===== config.mk =====
export PLATFORM = sky130hd
export DESIGN_NAME = lane_edge_window_tracker_flat
export DESIGN_NICKNAME = d
export VERILOG_FILES = /design/src/rtl/lew_pkg.sv /design/src/rtl/lew_ifs.sv /design/src/rtl/lew_cfg_regs.sv /design/src/rtl/lew_window.sv /design/src/rtl/lew_row_tracker.sv /design/src/rtl/lane_edge_window_tracker.sv /design/src/flat_wrapper.sv
export SDC_FILE = /design/constraint.sdc
export NUM_CORES = 1
export LEC_CHECK = 0
export ABC_CLOCK_PERIOD_IN_PS = 12700
export BUFFER_PORTS_ARGS = -buffer_cell sky130_fd_sc_hd__buf_2
export CORE_MARGIN = 2
export CORE_UTILIZATION = 60
export CTS_CLUSTER_DIAMETER = 60
export DETAILED_ROUTE_END_ITERATION = 8
export PLACE_DENSITY = 0.81
export SLEW_MARGIN = 5
export SYNTH_ARGS = -nofsm -noshare
export SYNTH_HDL_FRONTEND = slang
export SYNTH_HIERARCHICAL = 1
export SYNTH_SLANG_ARGS = --single-unit

===== constraint.sdc =====
create_clock -name clk -period 12.7 [get_ports clk]
set_input_delay 2.54 -clock clk [delete_from_list [all_inputs] [get_ports clk]]
set_output_delay 2.54 -clock clk [all_outputs]
set_load 0.01 [all_outputs]

===== src/rtl/lew_pkg.sv =====
// ----------------------------------------------------------------------------
// lew_pkg
// shared widths, reset values, register indexes and types of the lane edge
// window tracker
// ----------------------------------------------------------------------------
package lew_pkg;

  localparam int MAX_COLUMNS = 4096;
  localparam int MAX_ROWS    = 4096;

  localparam int COL_W = $clog2(MAX_COLUMNS);
  localparam int ROW_W = $clog2(MAX_ROWS);
  localparam int WID_W = COL_W + 1;
  localparam int TOL_W = COL_W;
  localparam int PIX_W = 8;
  localparam int CFG_W = WID_W;

  localparam logic [TOL_W-1:0] TOL_RESET   = TOL_W'(40);
  localparam logic [WID_W-1:0] WIDTH_RESET = WID_W'(640);
  localparam logic [WID_W-1:0] WIDTH_MAX   = WID_W'(MAX_COLUMNS);

  typedef enum logic [0:0] {
    REG_TOLERANCE   = 1'b0,
    REG_IMAGE_WIDTH = 1'b1
  } lew_reg_idx_t;

  // configuration as the datapath uses it
  typedef struct packed {
    logic [TOL_W-1:0] tol;
    logic [COL_W-1:0] wm1;   // effective width minus one
    logic [COL_W-1:0] half;  // effective width over two
  } lew_cfg_t;

  // reference source handed from the row tracker to the window logic
  typedef struct packed {
    logic             valid;
    logic [COL_W-1:0] center;
  } lew_ref_t;

  // search window of the current row
  typedef struct packed {
    logic [COL_W-1:0] refc;
    logic [COL_W-1:0] lo;
    logic [COL_W-1:0] hi;
  } lew_win_t;

  typedef struct packed {
    logic [ROW_W-1:0] row;
    logic             left_found;
    logic [COL_W-1:0] left_column;
    logic             right_found;
    logic [COL_W-1:0] right_column;
    logic             center_found;
    logic [COL_W-1:0] center_column;
  } lew_result_t;

endpackage


===== src/rtl/lew_ifs.sv =====
// ----------------------------------------------------------------------------
// lew channel interfaces
// pixel, result and configuration channels with valid/ready handshake
// ----------------------------------------------------------------------------
interface lew_in_if
  import lew_pkg::*;
();
  logic             valid;
  logic             ready;
  logic [PIX_W-1:0] mask_value;
  logic [COL_W-1:0] column;
  logic [ROW_W-1:0] row_index;
  logic             frame_start;
  logic             row_end;

  modport source (output valid, mask_value, column, row_index, frame_start, row_end,
                  input ready);
  modport sink   (input valid, mask_value, column, row_index, frame_start, row_end,
                  output ready);
endinterface

interface lew_out_if
  import lew_pkg::*;
();
  logic             valid;
  logic             ready;
  logic [ROW_W-1:0] result_row;
  logic             left_found;
  logic [COL_W-1:0] left_column;
  logic             right_found;
  logic [COL_W-1:0] right_column;
  logic             center_found;
  logic [COL_W-1:0] center_column;

  modport source (output valid, result_row, left_found, left_column, right_found,
                         right_column, center_found, center_column,
                  input ready);
  modport sink   (input valid, result_row, left_found, left_column, right_found,
                        right_column, center_found, center_column,
                  output ready);
endinterface

interface lew_cfg_if
  import lew_pkg::*;
();
  logic             valid;
  logic             ready;
  lew_reg_idx_t     index;
  logic [CFG_W-1:0] data;

  modport source (output valid, index, data, input ready);
  modport sink   (input valid, index, data, output ready);
endinterface


===== src/rtl/lew_cfg_regs.sv =====
// ----------------------------------------------------------------------------
// lew_cfg_regs
// configuration registers; width is saturated and pre-decoded at write time
// ----------------------------------------------------------------------------
module lew_cfg_regs
  import lew_pkg::*;
(
  input  logic          clk,
  input  logic          rst_n,
  lew_cfg_if.sink       cfg_chan,
  output lew_cfg_t      cfg
);

  logic [TOL_W-1:0] tol_r;
  logic [COL_W-1:0] wm1_r;
  logic [COL_W-1:0] half_r;
  logic [WID_W-1:0] width_sat;
  logic [WID_W-1:0] width_m1;

  assign cfg_chan.ready = 1'b1;

  // zero acts as one, above the maximum acts as the maximum
  always_comb begin
    if (cfg_chan.data == '0) begin
      width_sat = WID_W'(1);
    end else if (cfg_chan.data > WIDTH_MAX) begin
      width_sat = WIDTH_MAX;
    end else begin
      width_sat = cfg_chan.data;
    end
    width_m1 = width_sat - WID_W'(1);
  end

  always_ff @(posedge clk) begin
    if (!rst_n) begin
      tol_r  <= TOL_RESET;
      wm1_r  <= COL_W'(WIDTH_RESET - WID_W'(1));
      half_r <= COL_W'(WIDTH_RESET >> 1);
    end else if (cfg_chan.valid && cfg_chan.ready) begin
      unique case (cfg_chan.index)
        REG_TOLERANCE: begin
          tol_r <= cfg_chan.data[TOL_W-1:0];
        end
        REG_IMAGE_WIDTH: begin
          wm1_r  <= width_m1[COL_W-1:0];
          half_r <= width_sat[WID_W-1:1];
        end
      endcase
    end
  end

  assign cfg.tol  = tol_r;
  assign cfg.wm1  = wm1_r;
  assign cfg.half = half_r;

endmodule


===== src/rtl/lew_window.sv =====
// ----------------------------------------------------------------------------
// lew_window
// reference column and clamped search window of the current row
// ----------------------------------------------------------------------------
module lew_window
  import lew_pkg::*;
(
  input  lew_cfg_t  cfg,
  input  lew_ref_t  refsrc,
  output lew_win_t  win
);

  logic [COL_W-1:0] ref_raw;
  logic [COL_W-1:0] ref_sat;
  logic [WID_W-1:0] hi_sum;

  always_comb begin
    ref_raw = refsrc.valid ? refsrc.center : cfg.half;
    ref_sat = (ref_raw > cfg.wm1) ? cfg.wm1 : ref_raw;
    hi_sum  = {1'b0, ref_sat} + {1'b0, cfg.tol};

    win.refc = ref_sat;
    win.lo   = (ref_sat > cfg.tol) ? (ref_sat - cfg.tol) : '0;
    win.hi   = (hi_sum > {1'b0, cfg.wm1}) ? cfg.wm1 : hi_sum[COL_W-1:0];
  end

endmodule


===== src/rtl/lew_row_tracker.sv =====
// ----------------------------------------------------------------------------
// lew_row_tracker
// pixel input register, per-row candidates, kept center and result register
// ----------------------------------------------------------------------------
module lew_row_tracker
  import lew_pkg::*;
(
  input  logic      clk,
  input  logic      rst_n,
  lew_in_if.sink    in_chan,
  lew_out_if.source out_chan,
  input  lew_win_t  win,
  output lew_ref_t  refsrc
);

  // input register
  logic             in_valid_r;
  logic [PIX_W-1:0] pix_r;
  logic [COL_W-1:0] col_r;
  logic [ROW_W-1:0] row_r;
  logic             fs_r;
  logic             re_r;

  // tracking state
  logic             kv_r;
  logic [COL_W-1:0] kc_r;
  logic             lv_r;
  logic [COL_W-1:0] lc_r;
  logic             rv_r;
  logic [COL_W-1:0] rc_r;

  // result register
  logic             out_valid_r;
  lew_result_t      res_r;
  lew_result_t      res_nxt;

  logic             in_acc;
  logic             out_free;
  logic             advance;
  logic             kv_eff;
  logic             lv_eff;
  logic             rv_eff;
  logic             hit;
  logic             l_take;
  logic             r_take;
  logic             lv_nxt;
  logic             rv_nxt;
  logic [COL_W-1:0] lc_nxt;
  logic [COL_W-1:0] rc_nxt;
  logic             both;
  logic [WID_W-1:0] sum;

  assign out_free = !out_valid_r || out_chan.ready;
  assign advance  = in_valid_r && (!re_r || out_free);
  assign in_chan.ready = !in_valid_r || advance;
  assign in_acc   = in_chan.valid && in_chan.ready;

  // frame start forgets the kept center and any partial row
  assign kv_eff = kv_r && !fs_r;
  assign lv_eff = lv_r && !fs_r;
  assign rv_eff = rv_r && !fs_r;

  assign refsrc.valid  = kv_eff;
  assign refsrc.center = kc_r;

  always_comb begin
    hit    = (pix_r != '0);
    l_take = hit && (col_r >= win.lo) && (col_r <= win.refc);
    r_take = hit && (col_r >= win.refc) && (col_r <= win.hi) && !rv_eff;
    lv_nxt = lv_eff || l_take;
    rv_nxt = rv_eff || r_take;
    lc_nxt = l_take ? col_r : lc_r;
    rc_nxt = r_take ? col_r : rc_r;
    both   = lv_nxt && rv_nxt;
    sum    = {1'b0, lc_nxt} + {1'b0, rc_nxt};

    res_nxt.row           = row_r;
    res_nxt.left_found    = lv_nxt;
    res_nxt.left_column   = lv_nxt ? lc_nxt : '0;
    res_nxt.right_found   = rv_nxt;
    res_nxt.right_column  = rv_nxt ? rc_nxt : '0;
    res_nxt.center_found  = both;
    res_nxt.center_column = both ? sum[WID_W-1:1] : '0;
  end

  always_ff @(posedge clk) begin
    if (!rst_n) begin
      in_valid_r  <= 1'b0;
      out_valid_r <= 1'b0;
      kv_r        <= 1'b0;
      kc_r        <= '0;
      lv_r        <= 1'b0;
      lc_r        <= '0;
      rv_r        <= 1'b0;
      rc_r        <= '0;
    end else begin
      if (in_acc) begin
        in_valid_r <= 1'b1;
      end else if (advance) begin
        in_valid_r <= 1'b0;
      end

      if (advance && re_r) begin
        out_valid_r <= 1'b1;
      end else if (out_chan.ready) begin
        out_valid_r <= 1'b0;
      end

      if (advance) begin
        lc_r <= lc_nxt;
        rc_r <= rc_nxt;
        if (re_r) begin
          lv_r <= 1'b0;
          rv_r <= 1'b0;
          if (both) begin
            kv_r <= 1'b1;
            kc_r <= sum[WID_W-1:1];
          end else begin
            kv_r <= kv_eff;
          end
        end else begin
          lv_r <= lv_nxt;
          rv_r <= rv_nxt;
          kv_r <= kv_eff;
        end
      end
    end
  end

  // payload registers
  always_ff @(posedge clk) begin
    if (in_acc) begin
      pix_r <= in_chan.mask_value;
      col_r <= in_chan.column;
      row_r <= in_chan.row_index;
      fs_r  <= in_chan.frame_start;
      re_r  <= in_chan.row_end;
    end
    if (advance && re_r) begin
      res_r <= res_nxt;
    end
  end

  assign out_chan.valid         = out_valid_r;
  assign out_chan.result_row    = res_r.row;
  assign out_chan.left_found    = res_r.left_found;
  assign out_chan.left_column   = res_r.left_column;
  assign out_chan.right_found   = res_r.right_found;
  assign out_chan.right_column  = res_r.right_column;
  assign out_chan.center_found  = res_r.center_found;
  assign out_chan.center_column = res_r.center_column;

endmodule


===== src/rtl/lane_edge_window_tracker.sv =====
// a row-end word is first held in the input register and its result word then in
//   the result register, which offers it until the receiver takes it
// throughput: one pixel word per cycle; a row-end word waits only while a
//   result sits unaccepted in the result register
// the pixel path is one input register, window compares and one result register
// reset (rst_n low, synchronous): both channels empty, kept center and row
//   candidates cleared, tolerance 40 and width 640
// ----------------------------------------------------------------------------
// lane_edge_window_tracker
// tracks left and right lane edges around a moving reference column, one
// result word per row
// ----------------------------------------------------------------------------
module lane_edge_window_tracker
  import lew_pkg::*;
(
  input  logic      clk,
  input  logic      rst_n,
  lew_in_if.sink    in_chan,
  lew_out_if.source out_chan,
  lew_cfg_if.sink   cfg_chan
);

  // saturated width minus one, half width and tolerance
  lew_cfg_t cfg;
  // reference source: kept center, if any survives a frame start
  lew_ref_t refsrc;
  // window of the word sitting in the input register
  lew_win_t win;

  lew_cfg_regs u_cfg (
    .clk      (clk),
    .rst_n    (rst_n),
    .cfg_chan (cfg_chan),
    .cfg      (cfg)
  );

  // reference is the kept center or half the width, clamped to the row,
  // window clamped to zero and width minus one
  lew_window u_win (
    .cfg    (cfg),
    .refsrc (refsrc),
    .win    (win)
  );

  // left keeps the last hit at or below the reference, right the first at
  // or above it; a row end emits the word and keeps the midpoint if both hit
  lew_row_tracker u_trk (
    .clk      (clk),
    .rst_n    (rst_n),
    .in_chan  (in_chan),
    .out_chan (out_chan),
    .win      (win),
    .refsrc   (refsrc)
  );

endmodule


===== src/flat_wrapper.sv =====
// flat-port wrapper written by rule: the top's interface ports become plain ports
module lane_edge_window_tracker_flat import lew_pkg::*;
  (clk, rst_n, in_chan_valid, in_chan_mask_value, in_chan_column, in_chan_row_index, in_chan_frame_start, in_chan_row_end, in_chan_ready, out_chan_valid, out_chan_result_row, out_chan_left_found, out_chan_left_column, out_chan_right_found, out_chan_right_column, out_chan_center_found, out_chan_center_column, out_chan_ready, cfg_chan_valid, cfg_chan_index, cfg_chan_data, cfg_chan_ready);
  lew_in_if in_chan_i ();
  lew_out_if out_chan_i ();
  lew_cfg_if cfg_chan_i ();
  input  logic clk;
  input  logic rst_n;
  input wire logic [$bits(in_chan_i.valid)-1:0] in_chan_valid;
  input wire logic [$bits(in_chan_i.mask_value)-1:0] in_chan_mask_value;
  input wire logic [$bits(in_chan_i.column)-1:0] in_chan_column;
  input wire logic [$bits(in_chan_i.row_index)-1:0] in_chan_row_index;
  input wire logic [$bits(in_chan_i.frame_start)-1:0] in_chan_frame_start;
  input wire logic [$bits(in_chan_i.row_end)-1:0] in_chan_row_end;
  output wire logic [$bits(in_chan_i.ready)-1:0] in_chan_ready;
  output wire logic [$bits(out_chan_i.valid)-1:0] out_chan_valid;
  output wire logic [$bits(out_chan_i.result_row)-1:0] out_chan_result_row;
  output wire logic [$bits(out_chan_i.left_found)-1:0] out_chan_left_found;
  output wire logic [$bits(out_chan_i.left_column)-1:0] out_chan_left_column;
  output wire logic [$bits(out_chan_i.right_found)-1:0] out_chan_right_found;
  output wire logic [$bits(out_chan_i.right_column)-1:0] out_chan_right_column;
  output wire logic [$bits(out_chan_i.center_found)-1:0] out_chan_center_found;
  output wire logic [$bits(out_chan_i.center_column)-1:0] out_chan_center_column;
  input wire logic [$bits(out_chan_i.ready)-1:0] out_chan_ready;
  input wire logic [$bits(cfg_chan_i.valid)-1:0] cfg_chan_valid;
  input wire logic [$bits(cfg_chan_i.index)-1:0] cfg_chan_index;
  input wire logic [$bits(cfg_chan_i.data)-1:0] cfg_chan_data;
  output wire logic [$bits(cfg_chan_i.ready)-1:0] cfg_chan_ready;
  assign in_chan_i.valid = in_chan_valid;
  assign in_chan_i.mask_value = in_chan_mask_value;
  assign in_chan_i.column = in_chan_column;
  assign in_chan_i.row_index = in_chan_row_index;
  assign in_chan_i.frame_start = in_chan_frame_start;
  assign in_chan_i.row_end = in_chan_row_end;
  assign in_chan_ready = in_chan_i.ready;
  assign out_chan_valid = out_chan_i.valid;
  assign out_chan_result_row = out_chan_i.result_row;
  assign out_chan_left_found = out_chan_i.left_found;
  assign out_chan_left_column = out_chan_i.left_column;
  assign out_chan_right_found = out_chan_i.right_found;
  assign out_chan_right_column = out_chan_i.right_column;
  assign out_chan_center_found = out_chan_i.center_found;
  assign out_chan_center_column = out_chan_i.center_column;
  assign out_chan_i.ready = out_chan_ready;
  assign cfg_chan_i.valid = cfg_chan_valid;
  assign cfg_chan_i.index = cfg_chan_index;
  assign cfg_chan_i.data = cfg_chan_data;
  assign cfg_chan_ready = cfg_chan_i.ready;
  lane_edge_window_tracker u_core (.clk(clk), .rst_n(rst_n), .in_chan(in_chan_i), .out_chan(out_chan_i), .cfg_chan(cfg_chan_i));
endmodule

==> results of run 1 <==
==> per-stage QoR <==
step                      utilization, %  worst slack (ns)  instance area (um^2)
after floorplan                        -              3.01                 10200
after global placement              65.1              1.50                 10800
after detailed placement            65.1              1.05                 10800
after CTS                           68.6              1.01                 11400
after global routing                68.6             0.237                 11400
final                               68.6              1.15                 11400
==> final cells by class <==
cell class | instances | area, um^2
clock buffers | 18 | 429
clock inverters | 14 | 146
fillers | 1297 | 5210
inverters | 111 | 417
multi-input cells | 745 | 5440
flip-flops and latches | 162 | 4090
well taps | 220 | 275
repair buffers | 111 | 571
==> per-layer routing <==
| metal | share of wire, % | track usage, % | wire length (um) | up-vias |
|---|---|---|---|---|
| met1 | 45 | 42.6 | 11700 | 3914 |
| met3 | 7.5 | 4.91 | 1950 | 64 |
| met4 | 2.9 | 10.9 | 748 | 2 |
| li1 | - | - | - | 3977 |
| met2 | 45 | 44.4 | 11700 | 403 |
| met5 | 0.050 | 0 | 13 | - |
==> cell usage in the layout, fill, tap and decap left out, types with 8 or more instances in the layout <==
master     count
a211oi_1      29
a21boi_0      13
a21o_1         8
a21oi_1       74
a31oi_1        9
and2_1         9
and3_1        12
buf_2        105
clkbuf_16     17
dfxtp_1       77
edfxtp_1      85
ha_1          96
inv_1        111
mux2_2        18
mux2_4        17
mux2i_1       30
nand2_1       72
nand2b_1      13
nand3_1       19
nand4_1       18
nor2_1       101
nor2b_1       22
nor3_1        18
nor4_1        12
o21a_1        11
o21ai_0       32
or3_1         10
xnor2_1       15
==> worst max-delay path by stage <==
stage | startpoint | to | slack [ns] | cells past startpoint
floorplan | u_core/u_trk/fs_r | u_core/u_trk/kc_r[9] | 3.01 | 49
CTS | u_core/u_trk/fs_r | u_core/u_trk/kc_r[9] | 1.01 | 43
global placement | u_core/u_trk/fs_r | u_core/u_trk/kc_r[9] | 1.50 | 43
finish | u_core/u_trk/fs_r | u_core/u_trk/kc_r[9] | 1.15 | 43
detailed placement | u_core/u_trk/fs_r | u_core/u_trk/kc_r[9] | 1.05 | 42
global route | u_core/u_trk/fs_r | u_core/u_trk/kc_r[9] | 0.24 | 42
==> kinds of logic (layout without fill, tap and decap cells) <==
family / count (synthesis) / count (layout) / share of synthesized area [%]
simple gates: 327 / 327 / 15.8
compound gates: 234 / 234 / 16.0
flops: 162 / 162 / 40.3
buf+inv: 157 / 254 / 6.42
fa+ha+maj: 99 / 99 / 12.4
mux: 65 / 65 / 7.45
xor+xnor: 19 / 19 / 1.64
other cells: 1 / 1 / 0.0369
==> flip-flops by register name, indices dropped and copies added (netlist names), 8 cells and up <==
name and count:
u_core/u_trk/rc_r 12, u_core/u_cfg/half_r 12, u_core/u_trk/col_r 12, u_core/u_cfg/wm1_r 12, u_core/u_trk/out_chan.result_row 12, u_core/u_trk/row_r 12
u_core/u_cfg/tol_r 12, u_core/u_trk/kc_r 12, u_core/u_trk/lc_r 12, u_core/u_trk/pix_r 8, u_core/u_trk/out_chan.left_column 12, u_core/u_trk/out_chan.center_column 12
u_core/u_trk/out_chan.right_column 12
==> what timing repair did <==
| action | 4_1_cts | 5_1_grt |
|---|---|---|
| gates resized for setup | 0 | 1 |
| buffers inserted | 0 | 0 |
| endpoints found under the setup margin | 0 | 4 |
| hold buffers | 0 | 0 |
==> power by group <==
part	switching (mW)	internal [mW]
registers	0.0197	0.583
clock network	0.233	0.261
logic	0.337	0.217
==> summary.txt, run 1 <==
run status = completed
layout overhead on the synthesized area = 11.8%
number of violations of the max-capacitance limit = 0
final-layout worst hold slack = 0.422 ns
Worst EP required = 13.06 ns
area enclosed by the die boundary = 18000 um^2
portion of the post-synthesis area used by sequential elements = 40.3%
Pwr per Cell Area = 145 nW/um^2
Tmin final = 11.55 ns
clock tree from TritonCTS = built
combined global-route utilization of all metal layers = 29.4%
gate count of the mapped netlist = 1064
synth top area cells = edfxtp_1 25%, dfxtp_1 15%, ha_1 12%
total overflow reported by the global router = 0
FF+latch count, synth = 162
post-route clock period utilization = 91.0%
CP endpoint kind = flip-flop
total number of clock tree sinks = 162
I/O pin count = 107
Crit Reg-Reg Endpoint = u_core/u_trk/kc_r[9]
Tot Pwr = 1.65 mW
total count of hold-check failures in the final report = 0
global-route wire length before repair = 41.0 mm
post-route antenna net violation count = 0
measured slew at the worst slew-check pin = 1.24 ns
WL per Instance = 18.9 um
Routability Congestion = 1.01
DRC marker count from the first detailed-route iteration = 961
final routed wirelength across all metal layers = 26.1 mm
arrival time of data at the critical path endpoint = 11.91 ns
share of cells above drive strength 1 = 17.1%
clk_skew = 0.00684 ns
number of buffers added by the clock tree synthesis step = 17
total negative setup slack = 0 ns
endpoint of the worst hold path = u_core/u_trk/out_chan.result_row[8]
setup slack of the worst register-to-register path = 1.15 ns
Clock Root Buffer = clkbuf_16
worst hold-check path type = flip-flop to flip-flop
number of distinct standard cells referenced by the synthesized netlist = 74
synthesized area = 10200 um^2
async set-reset flop share out of synthesis = 0%
Vias/cell = 6.05
source-to-sink clock delay at the later pin of the worst-skew pair = 0.43 ns
worst min-delay path startpoint = u_core/u_trk/row_r[8]
count of yosys warnings during synthesis = 6
largest area contributor in the netlist = edfxtp_1
worst-case clock buffer depth = 2
number of flops mapped to enable cells by yosys = 85
instance count after placement with tap cells included = 1349
via count of the first global-routing pass = 7587
path depth of the worst reg2reg path = 43
largest net degree at the start of global routing = 49
headroom to the max-slew limit = 17.4%
overall die height = 134 um
TritonRoute pass-1 iters = 5
maximum fanout along the worst path = 13
non-filler instance count after layout = 1381
floorplan row count = 47
antenna diode count = 0
peak clock frequency supported by timing = 86.6 MHz
area share of the largest cell type after synthesis = 25.1%
horizontal die dimension = 134 um
top cells by count, synth = 111 x inv_1, 101 x nor2_1, 96 x ha_1
antenna violations before repair = 1
max-slew violations = 0
sum of net half-perimeters after detailed placement = 19.4 mm
Via Count = 8360
Max stage delay on crit path = 0.63 ns
syn nets = 1216
number of H-tree levels = 4
Crit path max-delay family = compound AO/OA/AOI/OAI gates
# nets final = 1300
P_leak = 4.90 nW
Most common cell on crit path = a21oi_1
Clock Pin Slew Worst Setup and Hold Paths = 0.07 ns
Slowest-stage cell, CP = nand3_1
Most used DFF post-synth = edfxtp_1
r2r startpoint = u_core/u_trk/fs_r
initial cell density of the core = 61.3%
placeable core region = 16600 um^2
setup violators final = 0
number of I/O port buffers = 105
Max VDD drop = 0.111 mV
WS Path Type = flip-flop to flip-flop
dominant cell by count in the synthesized netlist = inv_1
WHS Path Cells = 0
setup repair after global routing missed its margin = false
number of remaining DRC errors = 0
startpoint type of the worst setup path = flip-flop
per-instance average area after synthesis = 9.56 um^2
Buf/Inv on CP = 3
No activity file was read; power rests on OpenSTA's default activity.
==> inputs of run 2 (changes only) <==
--- a/config.mk
+++ b/config.mk
@@ -5,13 +5,14 @@
 export SDC_FILE = /design/constraint.sdc
 export NUM_CORES = 1
 export LEC_CHECK = 0
-export ABC_CLOCK_PERIOD_IN_PS = 12700
+export ABC_CLOCK_PERIOD_IN_PS = 11630
 export BUFFER_PORTS_ARGS = -buffer_cell sky130_fd_sc_hd__buf_2
 export CORE_MARGIN = 2
 export CORE_UTILIZATION = 60
 export CTS_CLUSTER_DIAMETER = 60
 export DETAILED_ROUTE_END_ITERATION = 8
 export PLACE_DENSITY = 0.81
+export SETUP_SLACK_MARGIN = 0.1
 export SLEW_MARGIN = 5
 export SYNTH_ARGS = -nofsm -noshare
 export SYNTH_HDL_FRONTEND = slang
==> constraint.sdc (replaced) <==
create_clock -name clk -period 11.63 [get_ports clk]
set_input_delay 2.326 -clock clk [delete_from_list [all_inputs] [get_ports clk]]
set_output_delay 2.326 -clock clk [all_outputs]
set_load 0.01 [all_outputs]
==> summary.txt, run 2 (synthesis results as in run 1) <==
commonest non-fill, non-tap cell in the layout = inv_1
launch point of the worst path = u_core/u_trk/fs_r
source-to-sink clock delay at the later pin of the worst-skew pair = 0.43 ns
floorplan row count = 47
sum of net half-perimeters after detailed placement = 19.3 mm
total number of clock tree sinks = 162
WL per Instance = 19.1 um
layout overhead on the synthesized area = 12.2%
number of violations of the max-capacitance limit = 0
antenna violations before repair = 0
run status = completed
placeable core region = 16600 um^2
# fillers = 1294
Tmin final = 10.68 ns
Slowest-stage cell, CP = ha_2
setup slack of the worst register-to-register path = 0.95 ns
instance count after placement with tap cells included = 1352
top layer reached by signal wires = met4
global-route wire length before repair = 41.3 mm
non-filler instance count after layout = 1384
capturing element of the worst setup path = u_core/u_trk/kc_r[9]
number of I/O port buffers = 105
Most common cell on crit path = a21oi_1
# nets final = 1303
maximum fanout along the worst path = 13
setup violators final = 0
WS Path Type = flip-flop to flip-flop
P_leak = 4.92 nW
overall die height = 134 um
measured slew at the worst slew-check pin = 1.23 ns
Tot Pwr = 1.80 mW
WL met3 = 2.19 mm
startpoint type of the worst setup path = flip-flop
clk_skew = 0.0105 ns
via count of the first global-routing pass = 7786
Buf/Inv on CP = 5
peak clock frequency supported by timing = 93.6 MHz
headroom to the max-slew limit = 18.0%
number of remaining DRC errors = 0
metal1 wirelength = 11.4 mm
total overflow reported by the global router = 0
Pwr per Cell Area = 158 nW/um^2
cts hold-fix bufs = 0
largest net degree at the start of global routing = 50
commonest cells after routing, fill and taps aside = 111 x inv_1, 105 x buf_2, 100 x nor2_1
number of buffers added by the clock tree synthesis step = 17
r2r startpoint = u_core/u_trk/fs_r
Routability Congestion = 0.969
met2 WL post-DR = 11.9 mm
cts repair resizes = 0
WHS Path Cells = 0
final worst slack = 0.946 ns
worst-case clock buffer depth = 2
dpl ws = 0.834 ns
Max VDD drop = 0.123 mV
max-slew violations = 0
setup repair after global routing missed its margin = false
Crit Reg-Reg Endpoint = u_core/u_trk/kc_r[9]
final-layout worst hold slack = 0.420 ns
number of logic stages on the critical path including buffering = 45
share of cells above drive strength 1 = 17.5%
Clock Root Buffer = clkbuf_16
Crit path max-delay family = compound AO/OA/AOI/OAI gates
number of setup buffers added after CTS = 0
Vias/cell = 5.97
Via Count = 8269
combined global-route utilization of all metal layers = 29.5%
DRC marker count from the first detailed-route iteration = 899
Worst EP required = 11.99 ns
path depth of the worst reg2reg path = 45
CP endpoint kind = flip-flop
arrival time of data at the critical path endpoint = 11.04 ns
post-route clock period utilization = 91.9%
total negative setup slack = 0 ns
horizontal die dimension = 134 um
final routed wirelength across all metal layers = 26.4 mm
post-route antenna net violation count = 0
antenna diode count = 0
worst hold-check path type = flip-flop to flip-flop
Max stage delay on crit path = 0.50 ns
clock tree from TritonCTS = built
area enclosed by the die boundary = 18000 um^2
Clock Pin Slew Worst Setup and Hold Paths = 0.07 ns
TritonRoute pass-1 iters = 5
number of H-tree levels = 4
initial cell density of the core = 61.3%
total count of hold-check failures in the final report = 0
I/O pin count = 107
[run 2: area by class of cell]
type	instances	area [um^2]	area share, %
flip-flops and latches	162	4090	35.9
well taps	220	275	2.41
clock inverters	15	149	1.30
inverters	111	417	3.65
repair buffers	114	593	5.20
clock buffers	17	425	3.73
multi-input cells	745	5460	47.8
[run 2: how the worst min path moves through the flow]
| stage | start | end |
|---|---|---|
| finish | u_core/u_trk/row_r[1] | u_core/u_trk/out_chan.result_row[1] |
| global route | u_core/u_trk/row_r[1] | u_core/u_trk/out_chan.result_row[1] |
| CTS | u_core/u_trk/row_r[1] | u_core/u_trk/out_chan.result_row[1] |
| detailed placement | u_core/u_trk/row_r[1] | u_core/u_trk/out_chan.result_row[1] |
| global placement | u_core/u_trk/row_r[4] | u_core/u_trk/out_chan.result_row[4] |
| floorplan | u_core/u_trk/row_r[0] | u_core/u_trk/out_chan.result_row[0] |
[run 2: report_power, final]
part           switching, mW  internal [mW]
logic                  0.368          0.240
registers             0.0220          0.637
clock network          0.254          0.284
[run 2: per-stage QoR]
step	area, um^2	utilization, %
2_1_floorplan	10200	-
3_3_place_gp	10800	65.2
3_5_place_dp	10800	65.2
4_1_cts	11400	68.7
5_1_grt	11400	68.8
6_report	11400	68.8
[run 2: metal layers]
layer	vias up	track usage (%)
li1	3996	-
met1	3844	41.0
met2	367	45.6
met3	62	6.24
met4	0	10.6
met5	-	0
==> inputs of run 3 (changes only) <==
--- a/config.mk
+++ b/config.mk
@@ -6,12 +6,12 @@
 export NUM_CORES = 1
 export LEC_CHECK = 0
 export ABC_CLOCK_PERIOD_IN_PS = 11630
-export BUFFER_PORTS_ARGS = -buffer_cell sky130_fd_sc_hd__buf_2
 export CORE_MARGIN = 2
-export CORE_UTILIZATION = 60
+export CORE_UTILIZATION = 62
 export CTS_CLUSTER_DIAMETER = 60
 export DETAILED_ROUTE_END_ITERATION = 8
-export PLACE_DENSITY = 0.81
+export DONT_BUFFER_PORTS = 1
+export PLACE_DENSITY = 0.78
 export SETUP_SLACK_MARGIN = 0.1
 export SLEW_MARGIN = 5
 export SYNTH_ARGS = -nofsm -noshare
==> summary.txt, run 3 (synthesis results as in run 1) <==
run status = completed
P_leak = 4.51 nW
share of cells above drive strength 1 = 8.97%
initial cell density of the core = 63.8%
horizontal die dimension = 132 um
Max stage delay on crit path = 0.60 ns
WL per Instance = 20.5 um
measured slew at the worst slew-check pin = 0.846 ns
largest net degree at the start of global routing = 54
number of buffers added by the clock tree synthesis step = 17
setup violators final = 0
# nets final = 1198
number of H-tree levels = 4
TritonRoute pass-1 iters = 7
max-slew violations = 0
area enclosed by the die boundary = 17400 um^2
total number of clock tree sinks = 162
Pwr per Cell Area = 165 nW/um^2
number of setup buffers added after CTS = 0
maximum fanout along the worst path = 14
I/O pin count = 107
via count of the first global-routing pass = 7558
sum of net half-perimeters after detailed placement = 18.9 mm
WS Path Type = flip-flop to flip-flop
Tot Pwr = 1.79 mW
peak clock frequency supported by timing = 95.2 MHz
Slowest-stage cell, CP = ha_1
Vias/cell = 6.25
Via Count = 7970
Clock Root Buffer = clkbuf_16
total negative setup slack = 0 ns
final routed wirelength across all metal layers = 26.1 mm
clk_skew = 0.0180 ns
summed area of non-filler cells in the final layout = 10900 um^2
DRC marker count from the first detailed-route iteration = 898
placeable core region = 15900 um^2
startpoint type of the worst setup path = flip-flop
number of violations of the max-capacitance limit = 0
CP endpoint kind = flip-flop
combined global-route utilization of all metal layers = 30.0%
worst hold-check path type = flip-flop to flip-flop
clock tree from TritonCTS = built
commonest non-fill, non-tap cell in the layout = inv_1
number of remaining DRC errors = 0
floorplan row count = 46
final-layout worst hold slack = 0.416 ns
cts hold-fix bufs = 0
setup repair after global routing missed its margin = false
total overflow reported by the global router = 0
arrival time of data at the critical path endpoint = 10.87 ns
global-route wire length before repair = 40.8 mm
worst-case clock buffer depth = 2
total count of hold-check failures in the final report = 0
headroom to the max-slew limit = 43.5%
post-route antenna net violation count = 0
Max VDD drop = 0.112 mV
Tmin final = 10.50 ns
Worst EP required = 11.99 ns
post-route clock period utilization = 90.3%
source-to-sink clock delay at the later pin of the worst-skew pair = 0.43 ns
commonest cells after routing, fill and taps aside = 111 x inv_1, 101 x nor2_1, 96 x ha_1
Clock Pin Slew Worst Setup and Hold Paths = 0.07 ns
overall die height = 132 um
layout overhead on the synthesized area = 6.83%
Routability Congestion = 0.974
cts repair resizes = 0
post-place instance area = 10300 um^2
number of I/O port buffers = 0
Most common cell on crit path = a21oi_1
antenna violations before repair = 2
## run 3: changes by cell type in the layout (fill, tap and decap cells not counted), sizes merged
cell      previous run  this run
buf                114         9
inv                117       118
clkbuf              17        19
diode                0         1
bufinv               0         1
clkinv               5         2
clkinvlp             4         3
## run 3: worst max-delay path: cells and delay by family (launching register included)
family          cells  cell delay (ns)
buf+inv             4             0.72
fa+ha+maj           5             1.70
mux                 4             1.60
compound gates     20             4.03
flops               1             0.44
simple gates       11             1.95
## run 3: worst paths after layout
| path | from | endpoint | slack (ns) | cells after the start |
|---|---|---|---|---|
| worst max register to register | u_core/u_trk/fs_r | u_core/u_trk/kc_r[9] | 1.13 | 44 |
| worst min-delay path | u_core/u_trk/row_r[8] | u_core/u_trk/out_chan.result_row[8] | 0.42 | 0 |
| worst max-delay path | u_core/u_trk/fs_r | u_core/u_trk/kc_r[9] | 1.13 | 44 |
| worst min register to register | u_core/u_trk/row_r[8] | u_core/u_trk/out_chan.result_row[8] | 0.42 | 0 |
## run 3: final cells by class
cell class | instances | area [um^2]
Multi-Input combinational cell | 745 | 5440
Fill cell | 1244 | 5080
Sequential cell | 162 | 4090
Clock buffer | 19 | 433
Inverter | 111 | 417
Tap cell | 216 | 270
Clock inverter | 13 | 141
Timing Repair Buffer | 9 | 67.6
Antenna cell | 1 | 2.50
## run 3: power by group
part           internal, mW  switching, mW  leakage [nW]
logic                 0.228          0.353          2.81
clock network         0.303          0.245         0.272
registers             0.637         0.0271          1.43
total                  1.17          0.626          4.51
## run 3: metal layers
metal / vias up / wire length [um] / GRT usage, %
met2: 381 / 11900 / 47.4
li1: 3787 / - / -
met3: 59 / 2090 / 7.50
met4: 0 / 745 / 10.4
met1: 3743 / 11400 / 40.3
met5: - / 0 / 0
## run 3: through the flow
stage               utilization, %  cells  setup slack [ns]
floorplan                        -   1064              1.94
global placement              64.5   1243              1.60
detailed placement            64.5   1243              1.33
CTS                           68.1   1275              1.27
global route                  68.1   1275             0.277
finish                        68.2   1276              1.13
